## config.mk

```make
export PLATFORM = sky130hd
export DESIGN_NAME = srs_div
export DESIGN_NICKNAME = d
export VERILOG_FILES = /design/src/design/srs_pkg.sv /design/src/design/srs_div.sv
export SDC_FILE = /design/constraint.sdc
export NUM_CORES = 1
export LEC_CHECK = 0
export ABC_AREA = 1
export BUFFER_PORTS_ARGS = -buffer_cell sky130_fd_sc_hd__buf_2
export CAP_MARGIN = 20
export CORE_UTILIZATION = 40
export CTS_CLUSTER_SIZE = 14
export DETAILED_ROUTE_END_ITERATION = 10
export MAX_ROUTING_LAYER = met4
export PLACE_DENSITY_LB_ADDON = 0.2
export SYNTH_ARGS = -nofsm -noshare
export SYNTH_HDL_FRONTEND = slang
export SYNTH_SLANG_ARGS = --single-unit
```

## constraint.sdc

```tcl
create_clock -name clk_i -period 4.34 [get_ports clk_i]
set_clock_uncertainty 0.2 [all_clocks]
set_input_delay 0.651 -clock clk_i [delete_from_list [all_inputs] [get_ports clk_i]]
set_output_delay 0.651 -clock clk_i [all_outputs]
set_load 0.01 [all_outputs]
```

## src/design/srs_pkg.sv

```systemverilog
// Shared types and constants for the Siddon ray-sum unit.
// Used by srs_div, srs_mul, srs_mem and siddon_ray_sum_drr_unit; depends on nothing.
`timescale 1ns / 1ps
package srs_pkg;

  localparam int ALPHA_W    = 64;  // alpha, numerators, entry points
  localparam int COORD_W    = 32;  // Q16.16 coordinates
  localparam int SPC_W      = 24;  // Q8.16 spacing
  localparam int VOX_W      = 16;  // voxel and pixel values
  localparam int ADDR_W     = 18;  // volume memory address
  localparam int R_W        = COORD_W + 1;  // ray direction, signed
  localparam int DEN_W      = COORD_W;      // divisor: |ray| or spacing
  localparam int DIFF_W     = VOX_W;        // voxel excess over threshold, unsigned
  localparam int MEM_DEPTH  = 1 << ADDR_W;
  localparam int IN_TDATA_W = 136;
  localparam int APB_AW     = 5;
  localparam int APB_DW     = 32;

  typedef enum logic [2:0] {
    REG_CAM_X = 3'd0,
    REG_CAM_Y = 3'd1,
    REG_CAM_Z = 3'd2,
    REG_SPC_X = 3'd3,
    REG_SPC_Y = 3'd4,
    REG_SPC_Z = 3'd5,
    REG_THR   = 3'd6
  } cfg_reg_e;

  typedef enum logic {
    OP_LOAD = 1'b0,
    OP_RAY  = 1'b1
  } opcode_e;

  localparam logic signed [ALPHA_W-1:0] ALPHA_BIG = 64'sh4000_0000_0000_0000;
  localparam logic [SPC_W-1:0]          SPC_RESET = 24'h01_0000;
  localparam logic [VOX_W-1:0]          PIX_MAX   = 16'h7fff;

endpackage

```

## src/design/srs_div.sv

```systemverilog
// Bit-serial floor divider: signed 64-bit numerator by a positive 32-bit divisor.
// One quotient bit per cycle; uses srs_pkg widths.
`timescale 1ns / 1ps
module srs_div (
  input  logic                                clk_i,
  input  logic                                rst_ni,
  input  logic                                start_i,
  input  logic signed [srs_pkg::ALPHA_W-1:0]  num_i,
  input  logic        [srs_pkg::DEN_W-1:0]    den_i,
  output logic                                done_o,
  output logic signed [srs_pkg::ALPHA_W-1:0]  quo_o
);

  localparam int CNT_W = $clog2(srs_pkg::ALPHA_W + 1);

  logic                          run_q;
  logic [CNT_W-1:0]              cnt_q;
  logic [srs_pkg::ALPHA_W-1:0]   mag_q;
  logic [srs_pkg::DEN_W-1:0]     rem_q;
  logic [srs_pkg::DEN_W-1:0]     den_q;
  logic                          neg_q;
  logic [srs_pkg::DEN_W:0]       rem_sh;
  logic                          qbit;
  logic [srs_pkg::DEN_W:0]       rem_sub;

  always_comb begin
    rem_sh  = {rem_q, mag_q[srs_pkg::ALPHA_W-1]};
    qbit    = rem_sh >= {1'b0, den_q};
    rem_sub = qbit ? (rem_sh - {1'b0, den_q}) : rem_sh;
  end

  always_ff @(posedge clk_i or negedge rst_ni) begin
    if (!rst_ni) begin
      run_q  <= 1'b0;
      cnt_q  <= '0;
      mag_q  <= '0;
      rem_q  <= '0;
      den_q  <= '0;
      neg_q  <= 1'b0;
      done_o <= 1'b0;
      quo_o  <= '0;
    end else begin
      done_o <= 1'b0;
      if (start_i) begin
        run_q <= 1'b1;
        cnt_q <= CNT_W'(srs_pkg::ALPHA_W);
        neg_q <= num_i[srs_pkg::ALPHA_W-1];
        mag_q <= num_i[srs_pkg::ALPHA_W-1] ? (-num_i) : num_i;
        rem_q <= '0;
        den_q <= den_i;
      end else if (run_q) begin
        if (cnt_q != '0) begin
          mag_q <= {mag_q[srs_pkg::ALPHA_W-2:0], qbit};
          rem_q <= rem_sub[srs_pkg::DEN_W-1:0];
          cnt_q <= cnt_q - CNT_W'(1);
        end else begin
          // fold the sign back, rounding toward minus infinity
          run_q  <= 1'b0;
          done_o <= 1'b1;
          if (neg_q) begin
            quo_o <= (-$signed(mag_q)) - ((rem_q != '0) ? 64'sd1 : 64'sd0);
          end else begin
            quo_o <= $signed(mag_q);
          end
        end
      end
    end
  end

endmodule

```

== After elaboration in Yosys (flattened, before gate mapping) ==
Cells that the tools add are included.

* Bitwise logic cells: 2
* Reductions and logical operators: 6
* Order comparisons: 1
* Add/subtract/negate cells: 5
* Multiplexer cells: 19

{| class="wikitable"
|+ Operators with widths
! operator !! count
|-
| two-way mux 64 bit || 5
|-
| two-way mux 32 bit || 4
|-
| negator 64 bit || 2
|-
| subtractor 64 x 2 -> 64 bit || 1
|-
| >= comparator 33 x 32 -> 1 bit || 1
|-
| nonzero test 32 bit || 1
|-
| subtractor 32 bit || 1
|-
| two-way mux 7 bit || 3
|-
| two-way mux 1 bit || 7
|-
| nonzero test 7 bit || 1
|-
| subtractor 7 x 1 -> 7 bit (second input constant) || 1
|-
| nonzero test 2 bit || 2
|-
| AND reduction 3 bit || 1
|-
| NOT 1 bit || 2
|-
| AND reduction 2 bit || 1
|}

* Register bits: 202
* Input port bits: 99
* Output and inout bits: 65

== Logic depth before layout (Yosys ltp) ==
* Depth in word-level cells: 5
* Gate-level depth with buffers: 22
* Gate-level depth less buffers: 22

== Worst setup path after synthesis ==
OpenSTA, ideal clock, no wires.

* Kind: reg2reg
* Start point: register rem_q[19] in the netlist's numbering
* End point: register quo_o[41] in the netlist's numbering
* Period minus slack after synthesis: 2.677 ns
* Path buffers: 0
* Library setup time: 0.123 ns
* Arrival: 2.354 ns
* Slack: 1.663 ns
* Cell stages (with the launch flop): 20
* Required time: 4.017 ns
* Cell sequence: dfrtp_1 > nor4_1 > nand4_1 > nor3_1 > ha_1 > ha_1 > inv_1 > ha_1 > inv_1 > nand2_1 > nand2_1 > nand2_1 > nand2_1 > nand2_1 > nand3_1 > nand2_1 > nand2_1 > nor2_1 > o21ai_0 > nand2_1

* Longest elaborated chain between the ends: 4

{| class="wikitable"
|+ Ends and longest elaborated chain
! element !! RTL line !! text
|-
| from (decl) || srs_div.sv:19 || <nowiki>logic [srs_pkg::DEN_W-1:0] rem_q;</nowiki>
|-
| from (signal assigned) || srs_div.sv:54 || <nowiki>rem_q <= rem_sub[srs_pkg::DEN_W-1:0];</nowiki>
|-
| nonzero test 32 bit || srs_div.sv:61 || <nowiki>quo_o <= (-$signed(mag_q)) - ((rem_q != '0) ? 64'sd1 : 64'sd0);</nowiki>
|-
| two-way mux 1 bit || srs_div.sv:61 ||
|-
| subtractor 64 x 2 -> 64 bit || srs_div.sv:61 ||
|-
| two-way mux 64 bit || srs_div.sv:60 || <nowiki>if (neg_q) begin</nowiki>
|-
| to (signal assigned) || srs_div.sv:61 ||
|-
| to (signal assigned) || srs_div.sv:63 || <nowiki>quo_o <= $signed(mag_q);</nowiki>
|-
| to (decl) || srs_div.sv:11 || <nowiki>output logic signed [srs_pkg::ALPHA_W-1:0] quo_o</nowiki>
|}

No other way between the ends.
A chain may end at the register's enable or synchronous reset.

== Worst setup path in the final report ==
* Start point: register rem_q[15] in the netlist's numbering
* End point: register quo_o[43] in the netlist's numbering

Same word-level chain as after synthesis.

==> impl_metrics.csv <==
group,metric,value,unit
worst_setup_path,cp_cell_sequence,"nor4_1 > nand4_1 > nor3_1 > ha_1 > ha_1 > inv_1 > ha_1 > inv_1 > nand3_1 > nand3_1 > nand2_1 > nand2_1 > nand2_1 > nand2_1 > nand2_1 > nand3_1 > nand3_1 > nand2_1 > nand2_1",
worst_setup_path,critPathSlowestCell,"nor4_1",
cts,h-tree-depth,1,
flow_run,cap_violations,0,
global_route,grt_usage,30.5,%
worst_setup_path,path_buf_inv,2,
worst_setup_path,cp_data_arrival_time,4.07,ns
route,first_iter_violations,1729,
worst_hold_path,hp-class,"in2reg",
route,drc,0,
timing,finalSetupTns,0,ns
route,avgRoutedWirePerCell,18.1,um
worst_setup_path,crit_path_end_kind,"flip-flop",
power_and_ir_drop,p_sw_share,47.8,%
power_and_ir_drop,p_per_area,514,mW/mm2
route,wirelength,73400,um
timing,fin_crit_sh,87.7,%
worst_setup_path,cp_top_family,"simple AND/OR/NAND/NOR gates",
cts,cts_buffer_depth,3,
worst_setup_path,reg2reg_to,"quo_o[43]$_DFFE_PN0P_",
cts,clk_pin_slew,0.06,ns
global_route,antenna_found_initial,8,
cts,cts_tree,"built",
yosys,ys_seq_area_share,26.1,%
placement,gp_congestion,1.07,
worst_hold_path,min_from,"den_i[20]",
cts,cts_setup_buffers,0,
timing,rsz0062_at_grt,"false",
cts,ctsHoldBuffers,1,
yosys,syn-num-nets,3493,
timing,max_freq,0.263,GHz
worst_setup_path,r2r_setup_slack,0.54,ns
yosys,ys_seq_elements,202,
finish,area_growth,12.2,%
cts,clock_sinks,202,
finish,final_common_cell,"nand2_1",
power_and_ir_drop,power_frac_seq,24.9,%
timing,slew_violations,0,
route,dr.pass1.iters,5,
finish,final_core_util,45.6,%
route,antenna_left,0,
floorplan,start_util,40.6,%
cts,cts_buffers,27,
cts,cts_root_buf,"clkbuf_16",
run_status,status,"finished, final reports clean",
placement,dp_hpwl,58300,um
worst_setup_path,reg2regPathDepth,19,
floorplan,core-area,0.0477,mm2
power_and_ir_drop,p_leak,12.4,nW
yosys,synth-main-ff-cell,"dfrtp_1",
yosys,synth_edf_count,0,
floorplan,fp.dieH,222,um
finish,drive_above_1_share,8.35,%
yosys,synthesis.area,0.0194,mm2
worst_hold_path,min_path_cells,3,
global_route,grt_pass1_wl,113000,um
timing,finalHoldViolCount,0,
route,vias_per_cell,5.15,
floorplan,ioPinCount,164,
finish,layout.cells.most_common_list,"nand2_1, inv_1, nor2_1",
worst_setup_path,crit_type,"reg2reg",
floorplan,die_x,222,um
global_route,grt_pass1_vias,19900,
finish,final_cells,4062,
yosys,syn_area_per_cell,5.89,um2
placement,port_buffers,163,
worst_setup_path,cp-start-kind,"flip-flop",
power_and_ir_drop,switching_power,5.35,mW
timing,tightestPinTransition,0.966,ns
power_and_ir_drop,internal-power,5.84,mW
yosys,ys_async_sr_fraction,100,%
route,vias,20900,
yosys,synthCells,3291,
timing,relSlewSlack,35.6,%
worst_setup_path,cp_common_cell,"nand2_1",
floorplan,dieArea,0.0494,mm2
power_and_ir_drop,ir_worst_vdd,0.419,mV
floorplan,rows,80,
yosys,synth_warnings,0,
cts,ctsResizeCount,0,
yosys,synth_cell_types,47,
power_and_ir_drop,total_power,11.2,mW
cts,clk_latency,0.58,ns
finish,finish.net_count,3620,
global_route,grt_overflow,0,
worst_setup_path,slowest_delay,0.47,ns
worst_setup_path,critPathMaxFanout,5,
placement,dpl.cell_count,4003,
timing,period_minus_slack,3.80,ns
power_and_ir_drop,comb_power_share,53.4,%
global_route,grt_start_max_net_pins,103,
timing,setup_viol,0,
worst_setup_path,r2r-start,"rem_q[15]$_DFFE_PN0P_",
worst_setup_path,cp_data_required_time,4.61,ns
worst_hold_path,min_to,"den_q[20]$_DFFE_PN0P_",
power_and_ir_drop,pwr-share-clk,21.7,%
==> registers in the layout, indices dropped and copies added, names as in the netlist <==
register / cells
cnt_q: 7
den_q: 32
done_o: 1
mag_q: 64
neg_q: 1
quo_o: 64
rem_q: 32
run_q: 1
==> power groups by stage <==
stage	Sequential [mW]	Clock [mW]	Combinational (mW)
floorplan	2.83	0	4.04
finish	2.78	2.42	5.98
global placement	2.81	0	5.91
global route	2.85	2.55	6.71
CTS	2.78	2.49	5.92
detailed placement	2.81	0	5.90
==> metrics by stage <==
step / worst slack, ns / hold WS, ns / area (um2)
after floorplan: 1.66 / 0.155 / 19400
after detailed placement: 0.630 / 0.260 / 20800
after global routing: 0.142 / 0.0873 / 21800
after CTS: 0.616 / 0.0620 / 21700
final: 0.536 / 0.0923 / 21800
after global placement: 0.713 / 0.259 / 20800
==> per-layer routing <==
layer	track usage [%]	vias to the layer above	part of all wire [%]
met3	3.85	155	6.3
met1	37.3	9460	42
met5	-	-	0
met2	49.7	696	46
li1	-	10600	-
met4	14.6	0	5.5
==> kinds of logic (layout without fill, tap and decap cells) <==
kind of cell,count (synthesis),in the layout,share of synthesized area [%]
other,0,8,0
AO/OA/AOI/OAI,397,397,11.4
flip-flops,202,202,26.1
XOR/XNOR,49,49,2.21
buffers and inverters,668,816,13.4
adder cells (fa/ha/maj),103,103,6.68
AND/OR/NAND/NOR,1872,1872,40.3
==> synth_stat cells, drive strengths merged, types with 2 or more instances <==
library cell  count  area [um2]
nand2          1227        4670
inv             584        2190
nor2            277        1120
nand3           257        1320
dfrtp           202        5050
a21oi           162         815
o21ai           155         783
ha              102        1280
buf              43         244
clkbuf           40         150
nor3             37         206
xor2             36         315
nand4            34         213
o221ai           33         289
nand3b           22         165
o21bai           18         135
o22ai            14        87.6
xnor2            13         114
nor4              9        56.3
or2               5        31.3
a31oi             4        25.0
o211ai            4        30.0
and2              3        18.8
a21boi            2        15.0
o21a              2        15.0
==> worst max path at each step <==
stage                           from               endpoint  slack, ns  cells after the start
6_report       rem_q[15]$_DFFE_PN0P_  quo_o[43]$_DFFE_PN0P_       0.54                     19
5_1_grt        rem_q[15]$_DFFE_PN0P_  quo_o[59]$_DFFE_PN0P_       0.14                     19
4_1_cts        rem_q[11]$_DFFE_PN0P_  quo_o[43]$_DFFE_PN0P_       0.62                     19
2_1_floorplan  rem_q[19]$_DFFE_PN0P_  quo_o[41]$_DFFE_PN0P_       1.66                     19
3_3_place_gp   rem_q[11]$_DFFE_PN0P_  quo_o[59]$_DFFE_PN0P_       0.71                     19
3_5_place_dp   rem_q[11]$_DFFE_PN0P_  quo_o[59]$_DFFE_PN0P_       0.63                     19
==> layout make-up <==
cell class	instances	area, um2
inverters	585	2200
diodes	8	20.0
repair buffers	181	1020
clock buffers	38	807
fillers	5259	26000
multi-input cells	2421	11800
well taps	615	769
clock inverters	12	145
flip-flops and latches	202	5050
==> tightest hold or removal path, delay by kind of cell <==
kind            cells  cell delay, ns
compound gates      1            0.05
buf+inv             1            0.07
simple gates        1            0.04
No activity file was read; power rests on OpenSTA's default activity.
