### config.mk
export PLATFORM = sky130hd
export DESIGN_NAME = srs_mul
export DESIGN_NICKNAME = d
export VERILOG_FILES = /design/src/design/srs_pkg.sv /design/src/design/srs_mul.sv
export SDC_FILE = /design/constraint.sdc
export NUM_CORES = 1
export LEC_CHECK = 0
export BUFFER_PORTS_ARGS = -buffer_cell sky130_fd_sc_hd__clkbuf_2
export CAP_MARGIN = 10
export CORE_UTILIZATION = 45
export DETAILED_ROUTE_END_ITERATION = 6
export MAX_ROUTING_LAYER = met4
export PLACE_DENSITY = 0.6
export SYNTH_ARGS = -nofsm -noshare
export SYNTH_HDL_FRONTEND = slang
export SYNTH_SLANG_ARGS = --single-unit
### constraint.sdc
create_clock -name clk_i -period 11.6 [get_ports clk_i]
set_clock_uncertainty 0.2 [all_clocks]
set_input_delay 0 -clock clk_i [delete_from_list [all_inputs] [get_ports clk_i]]
set_output_delay 0 -clock clk_i [all_outputs]
set_load 0.05 [all_outputs]
### src/design/srs_pkg.sv
// Shared types and constants for the Siddon ray-sum unit.
// Used by srs_div, srs_mul, srs_mem and siddon_ray_sum_drr_unit; depends on nothing.
`timescale 1ns / 1ps
package srs_pkg;

  localparam int ALPHA_W    = 64;  // alpha, numerators, entry points
  localparam int COORD_W    = 32;  // Q16.16 coordinates
  localparam int SPC_W      = 24;  // Q8.16 spacing
  localparam int VOX_W      = 16;  // voxel and pixel values
  localparam int ADDR_W     = 18;  // volume memory address
  localparam int R_W        = COORD_W + 1;  // ray direction, signed
  localparam int DEN_W      = COORD_W;      // divisor: |ray| or spacing
  localparam int DIFF_W     = VOX_W;        // voxel excess over threshold, unsigned
  localparam int MEM_DEPTH  = 1 << ADDR_W;
  localparam int IN_TDATA_W = 136;
  localparam int APB_AW     = 5;
  localparam int APB_DW     = 32;

  typedef enum logic [2:0] {
    REG_CAM_X = 3'd0,
    REG_CAM_Y = 3'd1,
    REG_CAM_Z = 3'd2,
    REG_SPC_X = 3'd3,
    REG_SPC_Y = 3'd4,
    REG_SPC_Z = 3'd5,
    REG_THR   = 3'd6
  } cfg_reg_e;

  typedef enum logic {
    OP_LOAD = 1'b0,
    OP_RAY  = 1'b1
  } opcode_e;

  localparam logic signed [ALPHA_W-1:0] ALPHA_BIG = 64'sh4000_0000_0000_0000;
  localparam logic [SPC_W-1:0]          SPC_RESET = 24'h01_0000;
  localparam logic [VOX_W-1:0]          PIX_MAX   = 16'h7fff;

endpackage

### src/design/srs_mul.sv
// Bit-serial saturating multiplier: 64-bit alpha times 33-bit ray direction.
// Magnitude clips at 2^62 as soon as a partial sum passes it; uses srs_pkg widths.
`timescale 1ns / 1ps
module srs_mul (
  input  logic                                clk_i,
  input  logic                                rst_ni,
  input  logic                                start_i,
  input  logic signed [srs_pkg::ALPHA_W-1:0]  a_i,
  input  logic signed [srs_pkg::R_W-1:0]      b_i,
  output logic                                done_o,
  output logic signed [srs_pkg::ALPHA_W-1:0]  p_o
);

  localparam int UB_W  = srs_pkg::R_W - 1;
  localparam int CNT_W = $clog2(UB_W + 1);
  localparam int P_W   = srs_pkg::ALPHA_W - 1;
  localparam int S_W   = srs_pkg::ALPHA_W + 1;

  logic                         run_q;
  logic [CNT_W-1:0]             cnt_q;
  logic [srs_pkg::ALPHA_W-1:0]  ua_q;
  logic [UB_W-1:0]              ub_q;
  logic [P_W-1:0]               p_q;
  logic                         sat_q;
  logic                         neg_q;
  logic [srs_pkg::R_W-1:0]      b_abs;
  logic [S_W-1:0]               sum;
  logic [srs_pkg::ALPHA_W-1:0]  mag;

  always_comb begin
    b_abs = b_i[srs_pkg::R_W-1] ? (-b_i) : b_i;
    sum   = {1'b0, p_q, 1'b0} + (ub_q[UB_W-1] ? {1'b0, ua_q} : '0);
    mag   = sat_q ? srs_pkg::ALPHA_BIG : {1'b0, p_q};
  end

  always_ff @(posedge clk_i or negedge rst_ni) begin
    if (!rst_ni) begin
      run_q  <= 1'b0;
      cnt_q  <= '0;
      ua_q   <= '0;
      ub_q   <= '0;
      p_q    <= '0;
      sat_q  <= 1'b0;
      neg_q  <= 1'b0;
      done_o <= 1'b0;
      p_o    <= '0;
    end else begin
      done_o <= 1'b0;
      if (start_i) begin
        run_q <= 1'b1;
        cnt_q <= CNT_W'(UB_W);
        ua_q  <= a_i[srs_pkg::ALPHA_W-1] ? (-a_i) : a_i;
        ub_q  <= b_abs[UB_W-1:0];
        p_q   <= '0;
        sat_q <= 1'b0;
        neg_q <= a_i[srs_pkg::ALPHA_W-1] ^ b_i[srs_pkg::R_W-1];
      end else if (run_q) begin
        if (cnt_q != '0) begin
          // most significant multiplier bit first; clip is sticky
          if (!sat_q) begin
            if (sum > S_W'(srs_pkg::ALPHA_BIG)) begin
              sat_q <= 1'b1;
            end else begin
              p_q <= sum[P_W-1:0];
            end
          end
          ub_q  <= {ub_q[UB_W-2:0], 1'b0};
          cnt_q <= cnt_q - CNT_W'(1);
        end else begin
          run_q  <= 1'b0;
          done_o <= 1'b1;
          p_o    <= neg_q ? (-$signed(mag)) : $signed(mag);
        end
      end
    end
  end

endmodule

# Yosys cells after proc, flatten, opt, wreduce, memory -nomap -nowiden
# Index checks and enable logic that the tools add are counted.
# op_classes
add_sub_neg	5
bitwise_logic	3
muxes	27
n_reduce_logical	6
n_lt_le_gt_ge	1
n_eq_ne	2
# op_table
cell	count
2-to-1 mux 63 bit	6
2-to-1 mux 64 bit	3
2-to-1 mux 32 bit	4
adder 64 x 64 -> 65 bit	1
> comparator 65 x 63 -> 1 bit, second input constant	1
negator 63 -> 64 bit	1
negator 64 bit	1
negator 32 bit	1
2-to-1 mux 6 bit	3
2-to-1 mux 1 bit	11
nonzero test 6 bit	1
subtractor 6 x 1 -> 6 bit, second input constant	1
!= test 2 bit, second input constant	2
AND reduction 4 bit	1
nonzero test 2 bit	2
AND reduction 3 bit	1
inverter 1 bit	2
AND reduction 2 bit	1
XOR 1 bit	1
# word_totals
out_inout_bits	65
input_bits	100
wordCells	53
register_bits	233

# Logic depth before layout (Yosys ltp)
# Gate-level depths: netlist of run 1.
# logic_depth
ltp_word	8
ltp_mapped	19
mapped_depth_nobuf	16

# Least setup slack after synthesis of run 1
# Ideal clock, no wire load.
# synth_timing
kind	reg2reg
startpoint	reg ub_q[31]
endpoint	reg p_q[32]
period_less_slack_ps	4938
t_required_ps	11290
stages_incl_launch_ff	20
arrival_time_ps	4628
path_slack_ps	6662
n_path_buf	5
setup_time_ps	110
cell_sequence	dfrtp_1 -> clkbuf_1 -> clkbuf_1 -> and2_1 -> ha_1 -> clkbuf_1 -> nand4_1 -> or4_1 -> o21bai_1 -> o211a_1 -> a2111o_1 -> a31oi_1 -> a21oi_1 -> xnor2_1 -> nor4b_1 -> and4_1 -> clkbuf_1 -> nor2_1 -> clkbuf_1 -> o41ai_1
# synth_between
elab_chain_len	7
elab_cells_between_ends	10
classes_between	1 x add/sub; 1 x order compare; 1 x eq/ne; 6 x mux; 1 x reduce/logical
# synth_rtl
element	line	rtl
start: declaration	srs_mul.sv:22	logic [UB_W-1:0] ub_q;
start signal: assignment	srs_mul.sv:53	ub_q <= b_abs[UB_W-1:0];
start signal: assignment	srs_mul.sv:67	ub_q <= {ub_q[UB_W-2:0], 1'b0};
2-to-1 mux 64 bit *	srs_mul.sv:32	sum = {1'b0, p_q, 1'b0} + (ub_q[UB_W-1] ? {1'b0, ua_q} : '0);
adder 64 x 64 -> 65 bit *	srs_mul.sv:32	
parallel branches: the longest is 5 deep, another holds > comparator 65 x 63 -> 1 bit	--	
end signal: assignment	srs_mul.sv:64	p_q <= sum[P_W-1:0];
end: declaration	srs_mul.sv:23	logic [P_W-1:0] p_q;
# Every way passes the cells marked *. The select of a mux whose other input is x is not followed.
# A chain may end at the register's enable or synchronous reset.

# Final worst setup path of run 1
# layout_timing
startpoint	reg ub_q[31]
endpoint	reg p_q[46]
# The elaborated chain is that of the path after synthesis.

==> results of run 1 <==
cells in the final DEF (no fill, tap or decap), drive strengths merged, types with 15 or more instances in the layout:
| cell type | Yosys | final |
|---|---|---|
| or3 | 28 | 28 |
| dfrtp | 233 | 233 |
| o41ai | 28 | 28 |
| clkbuf | 132 | 197 |
| dlygate4sd3 | 0 | 187 |
| nand2b | 32 | 32 |
| nor4 | 32 | 32 |
| o31ai | 80 | 80 |
| a21o | 19 | 19 |
| nand3 | 39 | 39 |
| a21oi | 221 | 221 |
| nand2 | 257 | 257 |
| a211oi | 15 | 15 |
| or4 | 22 | 22 |
| mux2i | 16 | 16 |
| nand4 | 69 | 69 |
| inv | 31 | 31 |
| nor3 | 45 | 45 |
| and2 | 70 | 70 |
| o21ai | 238 | 238 |
| xor2 | 126 | 126 |
| ha | 68 | 68 |
| buf | 9 | 19 |
| nor2 | 207 | 207 |
| xnor2 | 62 | 62 |
cell families after synthesis:
| group | share of synthesized area (%) |
|---|---|
| compound gates | 24.1 |
| flops | 32.9 |
| simple gates | 23.9 |
| fa+ha+maj | 4.92 |
| xor+xnor | 9.30 |
| mux | 1.22 |
| buf+inv | 3.65 |
cell type report:
cell class	count	area (µm²)	area share [%]
clock buffer	35	734	3.40
tap	518	648	3.00
clock inverter	11	173	0.800
inverter	31	116	0.539
sequential	233	5830	27.0
timing repair buffer	368	2860	13.2
multi-input combinational	1841	11200	52.0
state kept, by name, summed over array words and instances, names as in the netlist:
name / cells
p_o: 64
ua_q: 64
p_q: 63
ub_q: 32
cnt_q: 6
done_o: 1
neg_q: 1
run_q: 1
sat_q: 1
power groups by stage:
| stage | registers [W] | clock network [W] | logic, W |
|---|---|---|---|
| after floorplan | 0.00157 | 0 | 0.00173 |
| after global routing | 0.00141 | 0.000925 | 0.00312 |
| after global placement | 0.00138 | 0 | 0.00272 |
| after CTS | 0.00137 | 0.000894 | 0.00282 |
| final | 0.00139 | 0.000877 | 0.00285 |
| after detailed placement | 0.00139 | 0 | 0.00273 |
stage by stage:
stage	worst slack [ns]	cells	utilization, %
global placement	5.42	2803	48.5
CTS	5.17	3037	55.7
global route	4.73	3037	55.7
finish	5.09	3037	55.7
floorplan	6.66	2246	-
detailed placement	5.25	2803	48.5
layer usage:
layer | GRT usage [%] | vias to the layer above
met2 | 41.4 | 629
met4 | 5.04 | 0
li1 | - | 8677
met5 | - | -
met1 | 46.6 | 8466
met3 | 2.29 | 53
worst register-to-register path, cell delays in order (launching register included):
cell and delay, ns:
dfrtp_1 0.32, buf_4 0.43, and2_1 0.24, ha_1 0.17, inv_1 0.06, fa_1 0.40
nand2b_1 0.18, a211oi_1 0.41, o21ai_0 0.36, a31oi_1 0.42, a211oi_1 0.16, o21ai_0 0.48
a31oi_1 0.23, mux2i_1 0.21, nor4b_1 0.58, and4_1 0.59, buf_4 0.32, nor2_2 0.05
buf_4 0.27, o41ai_1 0.32
Yosys cell counts, types with 10 or more instances:
cell      count
nor2b_1      13
a21oi_1     221
clkbuf_1    132
and2_1       70
or3_1        28
mux2i_1      16
nor4_1       31
inv_1        30
ha_1         68
a211oi_1     15
a21o_1       19
o21ai_0     236
a31oi_1      13
o21a_1       10
nor3_1       45
or4_1        18
o21bai_1     12
o41ai_1      28
nand2b_1     31
o211ai_1     13
nand2_1     257
o31ai_1      79
xor2_1      126
dfrtp_1     233
nand3_1      39
nor2_1      207
xnor2_1      62
nand4_1      69
worst min-delay path by stage:
| stage | endpoint | slack [ns] | cells past startpoint |
|---|---|---|---|
| after floorplan | cnt_q[0] | -0.50 | 0 |
| after global placement | cnt_q[0] | -0.15 | 1 |
| after detailed placement | run_q | -0.16 | 1 |
| after CTS | ua_q[37] | 0.02 | 5 |
| after global routing | ua_q[37] | 0.07 | 5 |
| final | ua_q[34] | 0.03 | 5 |
==> impl_metrics.json, run 1 <==
{
  "power_w": 0.00511,
  "p_clk_share_pct": 17.2,
  "crit_cells": 19,
  "min_period_ns": 6.51,
  "crit_path_max_fanout": 66,
  "post_dp_cell_area_mm2": 0.0188,
  "post-route-period-util_pct": 56.1,
  "drtIter0Drc": 1421,
  "overflow": 0,
  "grt_pass1_wl_um": 93000,
  "dieArea_mm2": 0.0401,
  "power_density_mw_per_mm2": 237,
  "r2r-end": "p_q[46]",
  "fmax_mhz": 154,
  "synthArstFlopShare_pct": 100,
  "rows": 72,
  "cts_hold_buf": 188,
  "p_int_w": 0.00255,
  "slew_headroom_pct": 25.6,
  "dr_wl_met2_um": 24200,
  "cap_viol_max_count": 0,
  "leakagePower_nw": 9.22,
  "postSynthCellCount": 2246,
  "p_comb_share_pct": 55.7,
  "crit_top_cell": "buf_4",
  "grt_usage_pct": 29.6,
  "rsz0062_at_grt": "false",
  "yosysWarnings": 0,
  "startpoint": "ub_q[31]",
  "drtAntennaViolNets": 0,
  "required_ns": 11.84,
  "syn_area_mm2": 0.0177,
  "ys.flop_type": "dfrtp_1",
  "place.gp.congestion": 0.975,
  "critPathTopFamily": "compound AO/OA/AOI/OAI gates",
  "finalSetupTns_ns": 0,
  "status": "finished, violations left",
  "vias": 17800,
  "clock-sinks": 233,
  "synth.top_cell.area_share_pct": 32.9,
  "wl_met3_um": 3990,
  "cts_tree": "built",
  "clock_path_buffers": 3,
  "antenna_found_initial": 0,
  "synth_fp_nets": 2415,
  "cts_root_buffer": "clkbuf_16",
  "wl_per_cell_um": 19.3,
  "clk_pin_slew_worst_paths_ns": 0.06,
  "htree_levels": 1,
  "wl_met1_um": 29600,
  "dp_hpwl_um": 43500,
  "wirelength_um": 58500,
  "worstPathArrival_ns": 6.75,
  "ys_seq_elements": 233,
  "chipHeight_um": 200,
  "die_x_um": 200,
  "crit_path_start_kind": "flip-flop",
  "finalHoldViolCount": 0,
  "crit_path_cell_trace": "buf_4, and2_1, ha_1, inv_1, fa_1, nand2b_1, a211oi_1, o21ai_0, a31oi_1, a211oi_1, o21ai_0, a31oi_1, mux2i_1, nor4b_1, and4_1, buf_4, nor2_2, buf_4, o41ai_1",
  "drive_above_1_share_pct": 10.3,
  "holdWs_ns": 0.0309,
  "nets": 2670,
  "design_area_mm2": 0.0216,
  "vias_per_cell": 5.87,
  "yosysTopAreaCell": "dfrtp_1",
  "postCtsSetupRepairBufs": 0,
  "core_mm2": 0.0387,
  "violations": "DRC",
  "fillers": 3688,
  "area_growth_pct": 22.0,
  "synth_edf_count": 0,
  "crit_buf_inv": 4,
  "critPathCaptureType": "flip-flop",
  "start_util_pct": 45.7,
  "hp-class": "in -> reg",
  "setup_viol_count_final": 0,
  "vdd_drop_max_v": 0.000132,
  "dr.pass1.iters": 7,
  "avgSynthCellArea_um2": 7.88,
  "drc": 2,
  "synth.area.top_cells": "dfrtp_1 (33%), o21ai_0 (6.7%), a21oi_1 (6.3%)",
  "slowest_delay_ns": 0.59,
  "ys_types": 73,
  "p_sw_w": 0.00256,
  "r2r_slack_ns": 5.09,
  "numPortBuffers": 164,
  "yosysSeqAreaShare_pct": 32.9,
  "n_antenna_cell": 0,
  "p_sw_share_pct": 50.1,
  "path_class": "reg -> reg",
  "r2r_start": "ub_q[31]",
  "ioPinCount": 165,
  "worstRegToRegCells": 19,
  "numCtsBuffers": 26,
  "critPathCapture": "p_q[46]",
  "clk_latency_ns": 0.56,
  "hp-start": "a_i[63]",
  "cts_resized": 0,
  "topRoutingLayerUsed": "met4",
  "p_seq_share_pct": 27.1,
  "slew_violations": 0,
  "grt_max_degree": 103,
  "max_slew.worst_pin.slew_ns": 1.12,
  "first_global_vias": 16400,
  "cp_slowest_cell": "and4_1"
}
(Power assumes the default switching activity.)
==> run 2: changes to the inputs <==
Settings changed: ABC_AREA set to 1, PLACE_DENSITY 0.6 to 0.62.
Clock period 11.6 ns to 5.4 ns, I/O delays scaled along.
==> impl_metrics.json, run 2 <==
{
  "final_common_cell": "nand2_1",
  "critPathCapture": "p_q[27]",
  "area_growth_pct": 20.2,
  "post-route-period-util_pct": 86.0,
  "wl_met1_um": 32100,
  "grt_max_degree": 91,
  "dr.pass1.iters": 6,
  "postSynthCellCount": 3274,
  "synth.area.top_cells": "dfrtp_1 (29%), nand2_1 (22%), inv_1 (9.2%)",
  "dp_hpwl_um": 52600,
  "r2r_slack_ns": 0.76,
  "power_w": 0.0107,
  "crit_buf_inv": 2,
  "fmax_mhz": 215,
  "rsz0062_at_grt": "false",
  "ioPinCount": 165,
  "synth_commonest_cells": "nand2_1 (1170), inv_1 (494), nor2_1 (283)",
  "r2r_start": "ub_q[31]",
  "synthArstFlopShare_pct": 100,
  "syn_area_mm2": 0.0201,
  "core_mm2": 0.0441,
  "drtIter0Drc": 1800,
  "clk_latency_ns": 0.56,
  "fillers": 4534,
  "overflow": 0,
  "crit_top_cell": "nand2_1",
  "p_int_w": 0.00524,
  "r2r-end": "p_q[27]",
  "vias": 21500,
  "numCtsBuffers": 27,
  "cts_root_buffer": "clkbuf_16",
  "place.gp.congestion": 1.09,
  "p_clk_share_pct": 16.7,
  "first_global_vias": 20000,
  "crit_cells": 24,
  "status": "completed",
  "p_comb_share_pct": 57.4,
  "synth.top_cell.area_share_pct": 29.0,
  "nets": 3741,
  "slew_violations": 0,
  "chipHeight_um": 213,
  "drc": 0,
  "wl_met3_um": 3760,
  "vdd_drop_max_v": 0.000281,
  "grt_pass1_wl_um": 106000,
  "p_sw_w": 0.00548,
  "wl_per_cell_um": 16.0,
  "avgSynthCellArea_um2": 6.14,
  "drive_above_1_share_pct": 8.31,
  "cp_slowest_cell": "dfrtp_2",
  "postCtsSetupRepairBufs": 0,
  "ys.flop_type": "dfrtp_1",
  "topRoutingLayerUsed": "met4",
  "cts_resized": 0,
  "antenna_found_initial": 0,
  "p_sw_share_pct": 51.1,
  "synth_edf_count": 0,
  "rows": 77,
  "crit_path_start_kind": "flip-flop",
  "largest_registers": "p_o x64, ua_q x64, p_q x63",
  "drtAntennaViolNets": 0,
  "startpoint": "ub_q[31]",
  "max_slew.worst_pin.slew_ns": 0.906,
  "critPathCaptureType": "flip-flop",
  "clk_pin_slew_worst_paths_ns": 0.06,
  "worstRegToRegCells": 24,
  "dieArea_mm2": 0.0455,
  "synth_fp_nets": 3443,
  "required_ns": 5.63,
  "vias_per_cell": 5.13,
  "setup_viol_count_final": 0,
  "clock-sinks": 233,
  "yosysMostFrequentCell": "nand2_1",
  "grt_usage_pct": 30.4,
  "wirelength_um": 66700,
  "leakagePower_nw": 13.4,
  "yosysSeqAreaShare_pct": 29.0,
  "numPortBuffers": 164,
  "power_density_mw_per_mm2": 444,
  "crit_path_max_fanout": 64,
  "p_seq_share_pct": 25.9,
  "finalHoldViolCount": 0,
  "cap_viol_max_count": 0,
  "hp-class": "in -> reg",
  "layout_common_cells": "nand2_1 (1169), inv_1 (494), nor2_1 (283)",
  "crit_path_cell_trace": "nand2_1, inv_1, ha_1, inv_1, fa_1, nand3b_1, nand2_1, nand2_1, nand2_1, nand2_1, nand2_1, nand2_1, nand3_1, nand2_1, nor2_1, nand2_1, nor2_1, nand2_1, nor2_1, nand3_1, nand2_2, nand2_4, nand3_1, nand2_1",
  "clock_path_buffers": 3,
  "slowest_delay_ns": 0.80,
  "ys_seq_elements": 233,
  "n_antenna_cell": 0,
  "slew_headroom_pct": 39.6,
  "dr_wl_met2_um": 29300,
  "finalSetupTns_ns": 0,
  "ys_types": 48,
  "cts_tree": "built",
  "yosysWarnings": 0,
  "yosysTopAreaCell": "dfrtp_1",
  "start_util_pct": 45.6,
  "critPathTopFamily": "simple AND/OR/NAND/NOR gates",
  "min_period_ns": 4.64,
  "worstPathArrival_ns": 4.88,
  "path_class": "reg -> reg",
  "cts_hold_buf": 191,
  "die_x_um": 213,
  "htree_levels": 1
}
-- run 2: cell types whose count changed after synthesis, sizes merged, moves of 73 or more --
| cell | before | now |
|---|---|---|
| o31ai | 80 | 7 |
| nand3 | 39 | 172 |
| nor2 | 207 | 303 |
| nand2 | 257 | 1183 |
| a21oi | 221 | 102 |
| inv | 31 | 502 |
-- run 2: power groups by stage --
stage / registers, W / clock network, W / logic (W)
floorplan: 0.00318 / 0 / 0.00392
global placement: 0.00277 / 0 / 0.00588
detailed placement: 0.00279 / 0 / 0.00593
CTS: 0.00276 / 0.00183 / 0.00611
global route: 0.00283 / 0.00190 / 0.00687
finish: 0.00278 / 0.00179 / 0.00615
-- run 2: metal layers --
metal  vias to the layer above  GRT usage, %
li1                      10900             -
met5                         -             -
met3                        90          2.43
met1                      9810          43.0
met2                       624          47.0
met4                         0          6.97
-- run 2: worst min-delay path by stage --
stage | startpoint | end | slack (ns) | cells past startpoint
after global placement | rst_ni | p_o[0] | -0.10 | 1
final | a_i[63] | ua_q[11] | 0.04 | 5
after floorplan | rst_ni | cnt_q[0] | -0.50 | 0
after global routing | start_i | ua_q[52] | 0.05 | 3
after detailed placement | rst_ni | p_o[0] | -0.09 | 1
after CTS | a_i[63] | ua_q[52] | 0.002 | 5
-- run 2: final cells by class --
type | count | area, µm² | area share [%]
flip-flops and latches | 233 | 5830 | 24.1
clock inverters | 7 | 71.3 | 0.295
inverters | 505 | 1900 | 7.88
well taps | 592 | 741 | 3.07
repair buffers | 373 | 2900 | 12.0
multi-input cells | 2432 | 11900 | 49.4
clock buffers | 38 | 787 | 3.26
-- run 2: per-stage QoR --
stage | cell area (µm²) | hold WS [ns] | util [%] | cells | setup WS (ns)
detailed placement | 21400 | -0.0912 | 48.5 | 3944 | 0.811
global route | 24200 | 0.0470 | 54.8 | 4180 | 0.432
CTS | 24200 | 0.00195 | 54.8 | 4180 | 0.791
global placement | 21400 | -0.101 | 48.5 | 3944 | 0.909
finish | 24200 | 0.0376 | 54.8 | 4180 | 0.757
floorplan | 20100 | -0.496 | - | 3274 | 1.79
-- run 2: worst min-delay path: stages --
cell and delay, ns:
clkbuf_2 0.08, buf_4 0.28, nand2_1 0.15, xor2_1 0.07, o21ai_0 0.15
-- run 2: logic make-up (layout without fill, tap and decap cells) --
logic type      Yosys count  in the layout  share of synthesized area (%)
simple gates           1876           1876                           39.6
compound gates          363            363                           9.86
xor+xnor                124            124                           5.40
flops                   233            233                           29.0
fa+ha+maj                69             69                           4.33
buf+inv                 609            923                           11.7
